File: config.mk
export PLATFORM = sky130hd
export DESIGN_NAME = calendar_clock_counter_top
export DESIGN_NICKNAME = d
export VERILOG_FILES = /design/src/rtl/core/ccc_pkg.sv /design/src/rtl/core/ccc_step.sv /design/src/rtl/core/calendar_clock_counter_top.sv
export SDC_FILE = /design/constraint.sdc
export NUM_CORES = 1
export LEC_CHECK = 0
export BUFFER_PORTS_ARGS = -buffer_cell sky130_fd_sc_hd__buf_2
export CORE_ASPECT_RATIO = 0.8
export CORE_MARGIN = 2
export CORE_UTILIZATION = 50
export DETAILED_ROUTE_END_ITERATION = 10
export PLACE_DENSITY = 0.68
export SYNTH_ARGS = -nofsm -noshare
export SYNTH_HDL_FRONTEND = slang
export SYNTH_HIERARCHICAL = 1
export SYNTH_SLANG_ARGS = --single-unit
File: constraint.sdc
create_clock -name i_clk -period 5.6 [get_ports i_clk]
set_clock_uncertainty 0.1 [all_clocks]
set_input_delay 1.68 -clock i_clk [delete_from_list [all_inputs] [get_ports i_clk]]
set_output_delay 1.68 -clock i_clk [all_outputs]
set_load 0.03 [all_outputs]
File: src/rtl/core/ccc_pkg.sv
// shared types, codes and month length table for the calendar clock counter
package ccc_pkg;

    // function codes of an input word
    localparam logic [1:0] FUNC_TICK = 2'd0;
    localparam logic [1:0] FUNC_INC  = 2'd1;
    localparam logic [1:0] FUNC_DEC  = 2'd2;

    // field select codes
    localparam logic [2:0] FIELD_SEC   = 3'd0;
    localparam logic [2:0] FIELD_MIN   = 3'd1;
    localparam logic [2:0] FIELD_HOUR  = 3'd2;
    localparam logic [2:0] FIELD_DAY   = 3'd3;
    localparam logic [2:0] FIELD_MONTH = 3'd4;
    localparam logic [2:0] FIELD_YEAR  = 3'd5;

    // field limits
    localparam logic [5:0] SEC_MAX   = 6'd59;
    localparam logic [5:0] MIN_MAX   = 6'd59;
    localparam logic [4:0] HOUR_MAX  = 5'd23;
    localparam logic [3:0] MONTH_MAX = 4'd12;
    localparam logic [6:0] YEAR_MAX  = 7'd99;

    // reset values
    localparam logic [4:0] DAY_FIRST   = 5'd1;
    localparam logic [3:0] MONTH_FIRST = 4'd1;

    // port widths
    localparam int S_TDATA_W = 8;
    localparam int S_TUSER_W = 3;
    localparam int M_TDATA_W = 40;

    // full clock and calendar state
    typedef struct packed {
        logic [5:0] sec;
        logic [5:0] min;
        logic [4:0] hour;
        logic [4:0] day;
        logic [3:0] month;
        logic [6:0] year;
    } t_ccc_time;

    // leap when the year offset is a multiple of four
    function automatic logic is_leap(input logic [6:0] year);
        is_leap = (year[1:0] == 2'd0);
    endfunction

    // days in a month, february depending on the leap flag
    function automatic logic [4:0] month_len(input logic [3:0] month, input logic leap);
        unique case (month)
            4'd2:                       month_len = leap ? 5'd29 : 5'd28;
            4'd4, 4'd6, 4'd9, 4'd11:    month_len = 5'd30;
            default:                    month_len = 5'd31;
        endcase
    endfunction

endpackage

File: src/rtl/core/ccc_step.sv
// next-state logic: applies one tick or adjust word to the time and date
module ccc_step
    import ccc_pkg::*;
(
    input  logic [1:0] i_func,
    input  logic [2:0] i_field_select,
    input  t_ccc_time  i_cur,
    output t_ccc_time  o_nxt
);

    logic       inc, dec;
    logic       c_sec, c_min, c_hour, c_day, c_mon, c_year;
    logic       b_sec, b_min, b_hour, b_day, b_mon, b_year;
    logic       clamp;
    logic [4:0] cur_len, new_len;
    t_ccc_time  nxt;

    // decode the word
    assign inc = (i_func == FUNC_INC);
    assign dec = (i_func == FUNC_DEC);

    assign cur_len = month_len(i_cur.month, is_leap(i_cur.year));

    // carry chain upward
    assign c_sec  = (i_func == FUNC_TICK) || (inc && i_field_select == FIELD_SEC);
    assign c_min  = (inc && i_field_select == FIELD_MIN)  || (c_sec && i_cur.sec == SEC_MAX);
    assign c_hour = (inc && i_field_select == FIELD_HOUR) || (c_min && i_cur.min == MIN_MAX);
    assign c_day  = (inc && i_field_select == FIELD_DAY)  || (c_hour && i_cur.hour == HOUR_MAX);
    assign c_mon  = (inc && i_field_select == FIELD_MONTH) || (c_day && i_cur.day == cur_len);
    assign c_year = (inc && i_field_select == FIELD_YEAR)
                 || (c_mon && i_cur.month == MONTH_MAX);

    // borrow chain upward
    assign b_sec  = dec && i_field_select == FIELD_SEC;
    assign b_min  = (dec && i_field_select == FIELD_MIN)  || (b_sec && i_cur.sec == '0);
    assign b_hour = (dec && i_field_select == FIELD_HOUR) || (b_min && i_cur.min == '0);
    assign b_day  = (dec && i_field_select == FIELD_DAY)  || (b_hour && i_cur.hour == '0);
    assign b_mon  = (dec && i_field_select == FIELD_MONTH) || (b_day && i_cur.day == DAY_FIRST);
    assign b_year = (dec && i_field_select == FIELD_YEAR)
                 || (b_mon && i_cur.month == MONTH_FIRST);

    // explicit month or year step clamps the day
    assign clamp = (inc || dec)
                && (i_field_select == FIELD_MONTH || i_field_select == FIELD_YEAR);

    // time fields and year, month
    always_comb begin
        nxt = i_cur;
        if (c_sec) begin
            nxt.sec = (i_cur.sec == SEC_MAX) ? '0 : i_cur.sec + 6'd1;
        end else if (b_sec) begin
            nxt.sec = (i_cur.sec == '0) ? SEC_MAX : i_cur.sec - 6'd1;
        end
        if (c_min) begin
            nxt.min = (i_cur.min == MIN_MAX) ? '0 : i_cur.min + 6'd1;
        end else if (b_min) begin
            nxt.min = (i_cur.min == '0) ? MIN_MAX : i_cur.min - 6'd1;
        end
        if (c_hour) begin
            nxt.hour = (i_cur.hour == HOUR_MAX) ? '0 : i_cur.hour + 5'd1;
        end else if (b_hour) begin
            nxt.hour = (i_cur.hour == '0) ? HOUR_MAX : i_cur.hour - 5'd1;
        end
        if (c_mon) begin
            nxt.month = (i_cur.month == MONTH_MAX) ? MONTH_FIRST : i_cur.month + 4'd1;
        end else if (b_mon) begin
            nxt.month = (i_cur.month == MONTH_FIRST) ? MONTH_MAX : i_cur.month - 4'd1;
        end
        if (c_year) begin
            nxt.year = (i_cur.year == YEAR_MAX) ? '0 : i_cur.year + 7'd1;
        end else if (b_year) begin
            nxt.year = (i_cur.year == '0) ? YEAR_MAX : i_cur.year - 7'd1;
        end
    end

    assign new_len = month_len(nxt.month, is_leap(nxt.year));

    // day of month, after month and year are known
    always_comb begin
        o_nxt = nxt;
        if (c_day) begin
            o_nxt.day = (i_cur.day == cur_len) ? DAY_FIRST : i_cur.day + 5'd1;
        end else if (b_day) begin
            o_nxt.day = (i_cur.day == DAY_FIRST) ? new_len : i_cur.day - 5'd1;
        end else if (clamp && i_cur.day > new_len) begin
            o_nxt.day = new_len;
        end
    end

endmodule

File: src/rtl/core/calendar_clock_counter_top.sv
// top level of the calendar clock counter with stream ports
//
// Keeps seconds, minutes, hours, day, month and year offset from 2000
// (leap every fourth year). Each input word is either a one-second tick or
// an adjust step of one selected field up or down; each word yields one
// output word with the full time and date after that word.
// Input channel: i_s_tdata carries the function code, i_s_tuser the field
// select. Output channel: o_m_tdata carries all fields and the leap flag.
// Path: an accepted word lands in the input register, and once the output
// slot is free or being drained its result is written into the state
// register that drives the output.
// Throughput: one word per cycle while the receiver does not stall; the
// whole carry and borrow chain through the date is one combinational pass
// between the input register and the state register.
// Reset: time 00:00:00, date day 1, month 1, year 0; both stages empty.
// When the receiver stalls, the output word holds, the input register
// keeps one more word and the input side then stalls as well.
module calendar_clock_counter_top
    import ccc_pkg::*;
(
    input  logic                 i_clk,
    input  logic                 i_rst_n,
    input  logic                 i_s_tvalid,
    output logic                 o_s_tready,
    input  logic [S_TDATA_W-1:0] i_s_tdata,  // [1:0] func, rest zero
    input  logic [S_TUSER_W-1:0] i_s_tuser,  // [2:0] field_select
    output logic                 o_m_tvalid,
    input  logic                 i_m_tready,
    output logic [M_TDATA_W-1:0] o_m_tdata   // second_out, minute_out, hour_out, day_out,
                                             // month_out, year_out, leap_flag, zero fill
);

    logic       r_in_valid;
    logic [1:0] r_func;
    logic [2:0] r_sel;
    logic       r_out_valid;
    t_ccc_time  r_time;
    t_ccc_time  n_time;
    logic       move;

    // input word advances when the output slot is free or being drained
    assign move       = r_in_valid && (!r_out_valid || i_m_tready);
    assign o_s_tready = !r_in_valid || move;

    // input register
    always_ff @(posedge i_clk) begin
        if (!i_rst_n) begin
            r_in_valid <= 1'b0;
        end else if (o_s_tready) begin
            r_in_valid <= i_s_tvalid;
        end
    end

    always_ff @(posedge i_clk) begin
        if (o_s_tready && i_s_tvalid) begin
            r_func <= i_s_tdata[1:0];
            r_sel  <= i_s_tuser;
        end
    end

    // next state for the held word
    ccc_step u_step (
        .i_func         (r_func),
        .i_field_select (r_sel),
        .i_cur          (r_time),
        .o_nxt          (n_time)
    );

    // state register doubles as the output word
    always_ff @(posedge i_clk) begin
        if (!i_rst_n) begin
            r_time.sec   <= '0;
            r_time.min   <= '0;
            r_time.hour  <= '0;
            r_time.day   <= DAY_FIRST;
            r_time.month <= MONTH_FIRST;
            r_time.year  <= '0;
        end else if (move) begin
            r_time <= n_time;
        end
    end

    // output valid
    always_ff @(posedge i_clk) begin
        if (!i_rst_n) begin
            r_out_valid <= 1'b0;
        end else if (move) begin
            r_out_valid <= 1'b1;
        end else if (i_m_tready) begin
            r_out_valid <= 1'b0;
        end
    end

    // pack the output word
    assign o_m_tvalid = r_out_valid;
    assign o_m_tdata  = {6'd0, is_leap(r_time.year), r_time.year, r_time.month,
                         r_time.day, r_time.hour, r_time.min, r_time.sec};

endmodule
======== Word-level counts from Yosys, hierarchy flattened ========
Cells that the tools add are included.
word-level totals
  logic and storage cells ................. 144
  output and inout port bits .............. 42
  register bits ........................... 40
  input bits .............................. 15
operators by class
  multiplexer cells ....................... 31
  magnitude comparators ................... 1
  equal/unequal tests ..................... 25
  reductions and logical operators ........ 64
  add/sub/neg operators ................... 12
operators by type and width
  operator                                                             count
  6-bit 2-to-1 mux                                                     8
  5-bit 2-to-1 mux                                                     9
  7-bit 2-to-1 mux                                                     4
  1-bit logical AND                                                    26
  4-bit == test (second input constant)                                5
  5-bit one-hot mux with 2 select lines                                2
  4-bit by 3-bit == test with 1-bit output (second input constant)     4
  4-bit 2-to-1 mux                                                     4
  1-bit logical OR                                                     15
  6-bit by 1-bit adder with 6-bit output (second input constant)       2
  6-bit == test (second input constant)                                2
  6-bit zero test                                                      2
  6-bit by 1-bit subtractor with 6-bit output (second input constant)  2
  5-bit by 1-bit adder with 5-bit output (second input constant)       2
  2-bit AND reduction                                                  5
  2-bit nonzero test                                                   5
  5-bit by 1-bit subtractor with 5-bit output (second input constant)  2
  4-bit by 2-bit == test with 1-bit output (second input constant)     2
  4-bit OR reduction                                                   2
  7-bit by 1-bit adder with 7-bit output (second input constant)       1
  7-bit == test (second input constant)                                1
  7-bit zero test                                                      1
  7-bit by 1-bit subtractor with 7-bit output (second input constant)  1
  3-bit by 2-bit == test with 1-bit output (second input constant)     2
  17 further kinds                                                     24

======== Logic depth before layout (Yosys ltp) ========
  depth in word-level cells ............... 22
  gate-level depth with buffers ........... 21
  depth with buffers taken out ............ 20

======== Cells and area by module ========
The synthesis kept the hierarchy.
by module, submodules not included
  module                      cells an instance  area each (sq um)  instances  seq. area each (sq um)
  ccc_step                    379                2369.8             1          0.0
  calendar_clock_counter_top  166                1651.6             1          850.8

======== Worst setup path after synthesis ========
Ideal clock, no wire load.
  path kind ............................... reg2reg
  start ................................... register r_time, in the netlist o_m_tdata[22]
  end ..................................... register r_time, in the netlist o_m_tdata[17]
  arrival ................................. 4.118 ns
  stages on the path, launching flop included .. 21
  buffers on the path ..................... 0
  period minus slack after synthesis ...... 4.313 ns
  setup slack ............................. 1.287 ns
  data required time ...................... 5.405 ns
  library setup time ...................... 0.095 ns
  cell sequence ........................... dfxtp_1 > inv_1 > ha_1 > o21ai_0 > o22ai_1 > o221ai_1 > nand3_2 > o21ai_4 > mux2i_1 > inv_1 > nor4_1 > ha_1 > nand2_1 > nand3_1 > nor2_1 > nor2_1 > and3_1 > a311oi_1 > o41a_1 > inv_1 > o311ai_1
RTL lines
  element                 RTL line                          RTL
  start, declared         calendar_clock_counter_top.sv:37  t_ccc_time r_time;
  start signal, assigned  calendar_clock_counter_top.sv:79  r_time <= n_time;

==> results.sh <==
export IMPL_htree_levels=2
export IMPL_insertion_delay_ns=0.29
export IMPL_grt_pass1_wl_microns=16500
export IMPL_crit_family="compound AO/OA/AOI/OAI gates"
export IMPL_syn_avg_cell_area_sq_um=7.38
export IMPL_dp_cells=670
export IMPL_reg2reg_to="o_m_tdata[17]"
export IMPL_hold_depth=2
export IMPL_boundaryPins=57
export IMPL_drt_iter0_drc=363
export IMPL_antenna_found_initial=0
export IMPL_routed_wl_microns=9780
export IMPL_synth_top_area_cell="dfxtp_1"
export IMPL_cellLeakagePower_nw=1.72
export IMPL_ys_ff_latch=40
export IMPL_grt_pass1_vias=3447
export IMPL_portBuffers=44
export IMPL_cts_made_buffers=5
export IMPL_grt_max_degree=67
export IMPL_finalNonFillerCells=678
export IMPL_rows=29
export IMPL_grt_overflow_total=0
export IMPL_rsz0062_at_grt="false"
export IMPL_status="complete, no violations"
export IMPL_cts_num_sinks=40
export IMPL_synthTopCellsByArea="dfxtp_1 17%, nand2_1 9.0%, mux2i_1 8.2%"
export IMPL_grt_use_total=0.221
export IMPL_die_x_microns=104
export IMPL_synth_cell_type_count=74
export IMPL_min_to="o_m_tdata[11]"
export IMPL_r2r_slack_ns=0.62
export IMPL_report_final_slew_viol_count=0
export IMPL_wl_per_cell_microns=14.4
export IMPL_synth_top_area_frac=0.174
export IMPL_start_util=0.511
export IMPL_nNetsFinal=608
export IMPL_dp_slack_ns=0.753
export IMPL_hold_path_class="flip-flop to flip-flop"
export IMPL_reg2reg_from="o_m_tdata[12]"
export IMPL_dp_hpwl_microns=6990
export IMPL_dr_pass1_iters=5
export IMPL_core_region_area_sq_mm=0.00787
export IMPL_num_fill_cells=775
export IMPL_crit_path_end_kind="flip-flop"
export IMPL_final_common_cell="nand2_1"
export IMPL_cts_root_buf="clkbuf_8"
export IMPL_drive_gt1_frac=0.123
export IMPL_dieArea_sq_mm=0.00878
export IMPL_path_class="flip-flop to flip-flop"
export IMPL_synth_seq_area_share=0.212
export IMPL_worstPathArrival_ns=5.09
export IMPL_ys_async_sr_fraction=0
export IMPL_worst_slack_ns=0.621
export IMPL_area_growth_pct=6.01
export IMPL_synth_cells=545
export IMPL_setup_violations=0
export IMPL_finalSetupTns_ns=0
export IMPL_worstPathMaxFanout=10
export IMPL_ir_drop_v=0.0000887
export IMPL_period_minus_slack_ns=4.98
export IMPL_dpl_cell_area_sq_mm=0.00418
export IMPL_worst_path_buf_inv=1
export IMPL_pwr_share_comb=0.266
export IMPL_cts_buffer_depth=2
export IMPL_max_freq_mhz=201
export IMPL_num_antenna_cells=0
export IMPL_cts_tree="built"
export IMPL_slowest_stage="a211oi_1"
export IMPL_hold_buffers=0
export IMPL_clock_power_share=0.278
export IMPL_clk_pin_slew_ns=0.08
export IMPL_viasPerCell=5.85
export IMPL_vias=3968
export IMPL_cp_start_kind="flip-flop"
export IMPL_finalCritPeriodShare=0.889
export IMPL_holdWs_ns=0.447
export IMPL_gp_congestion=0.851
export IMPL_yosysWarnings=6
export IMPL_power_switching_uw=244
export IMPL_post_cts_buffers=0
export IMPL_ant_nets=0
export IMPL_min_delay_start="o_m_tdata[11]"
export IMPL_hold_violations=0
export IMPL_synth_edf_count=5
export IMPL_slew_headroom=0.240
export IMPL_max_cap_violations=0
export IMPL_slowest_delay_ns=0.52
export IMPL_mostFrequentLayoutCells="96 x nand2_1, 48 x nor2_1, 44 x buf_2"
export IMPL_synth_flop_cell="dfxtp_1"
export IMPL_die_y_microns=84.2
export IMPL_cp_required_ns=5.71
export IMPL_power_density_mw_per_mm2=164
export IMPL_cts_resized=0
export IMPL_crit_path_start="o_m_tdata[12]"
export IMPL_seqPwrFrac=0.456
export IMPL_finalInstanceArea_sq_mm=0.00426
export IMPL_netSwitchingFraction=0.349
export IMPL_drc=0
export IMPL_worst_slew_pin_slew_ns=1.14
export IMPL_path_cells="ha_1, nand2_2, nor3b_2, a41o_1, o211a_1, a2111oi_1, a211oi_1, nand2_1, a31oi_1, ha_1, nand2_1, nand3_1, nor2_1, nor2_1, and3_1, a311oi_1, o41a_1, inv_1, o311ai_1"
export IMPL_synthesis_area_sq_mm=0.00402
export IMPL_worst_r2r_path_depth=19
export IMPL_p_int_uw=454
==> worst max path at each step <==
stage | end | depth (start not counted)
3_3_place_gp | o_m_tdata[17] | 20
3_5_place_dp | o_m_tdata[17] | 20
5_1_grt | o_m_tdata[17] | 20
2_1_floorplan | o_m_tdata[17] | 20
6_report | o_m_tdata[17] | 19
4_1_cts | o_m_tdata[17] | 20
==> power groups by stage <==
| stage | combinational, mW | clock [mW] | sequential (mW) |
|---|---|---|---|
| 2_1_floorplan | 0.146 | 0 | 0.330 |
| 3_3_place_gp | 0.178 | 0 | 0.324 |
| 3_5_place_dp | 0.183 | 0 | 0.325 |
| 4_1_cts | 0.184 | 0.200 | 0.318 |
| 5_1_grt | 0.205 | 0.215 | 0.321 |
| 6_report | 0.186 | 0.194 | 0.318 |
==> synth_stat cells, drive strengths merged, types with 5 or more instances <==
library cell	number
a21oi	37
inv	29
nor2	49
mux2i	33
o21ai	32
nor3	22
nand3	21
nand2	97
nor2b	8
dfxtp	35
o211ai	9
edfxtp	5
buf	20
a31oi	5
ha	24
clkbuf	13
nor3b	5
nand4	6
and3	12
nand2b	5
a221oi	6
==> worst reg2reg max path: stages (launching register included) <==
cell and delay, ns:
dfxtp_1 0.49, ha_1 0.26, nand2_2 0.09, nor3b_2 0.45, a41o_1 0.29, o211a_1 0.43, a2111oi_1 0.15, a211oi_1 0.52
nand2_1 0.10, a31oi_1 0.31, ha_1 0.30, nand2_1 0.06, nand3_1 0.07, nor2_1 0.21, nor2_1 0.09, and3_1 0.19
a311oi_1 0.29, o41a_1 0.22, inv_1 0.05, o311ai_1 0.23
==> cell families (layout without fill, tap and decap cells) <==
family | after synthesis | in the layout | synth area share
fa+ha+maj | 24 | 24 | 0.0747
other cells | 1 | 6 | 0.000933
flops | 40 | 40 | 0.212
buf+inv | 62 | 82 | 0.0828
mux | 33 | 33 | 0.0821
compound gates | 137 | 137 | 0.241
xor+xnor | 7 | 7 | 0.0152
simple gates | 241 | 241 | 0.292
==> routing by layer <==
| layer | vias to the layer above | global-route usage | wire (microns) |
|---|---|---|---|
| li1 | 2000 | - | - |
| met1 | 1861 | 0.326 | 4980 |
| met2 | 105 | 0.345 | 4310 |
| met3 | 2 | 0.0349 | 472 |
| met4 | 0 | 0.0356 | 23 |
| met5 | - | 0 | 0 |
==> layout make-up <==
| cell class | count | area [sq um] | share of cell area |
|---|---|---|---|
| multi-input combinational | 448 | 2860 | 0.670 |
| sequential | 40 | 851 | 0.200 |
| timing repair buffer | 45 | 228 | 0.0534 |
| tap | 108 | 135 | 0.0317 |
| inverter | 29 | 109 | 0.0255 |
| clock buffer | 6 | 72.6 | 0.0170 |
| clock inverter | 2 | 11.3 | 0.00264 |
==> registers in the layout, indices dropped and copies added, names as in the netlist <==
signal and cells:
o_m_tdata 33, r_sel 3, r_func 2, o_m_tvalid 1, r_in_valid 1
==> through the flow <==
| stage | power [mW] | util |
|---|---|---|
| global placement | 0.503 | 0.531 |
| global route | 0.741 | 0.541 |
| CTS | 0.702 | 0.541 |
| detailed placement | 0.508 | 0.531 |
| floorplan | 0.476 | - |
| finish | 0.698 | 0.541 |
(Power assumes the default switching activity.)
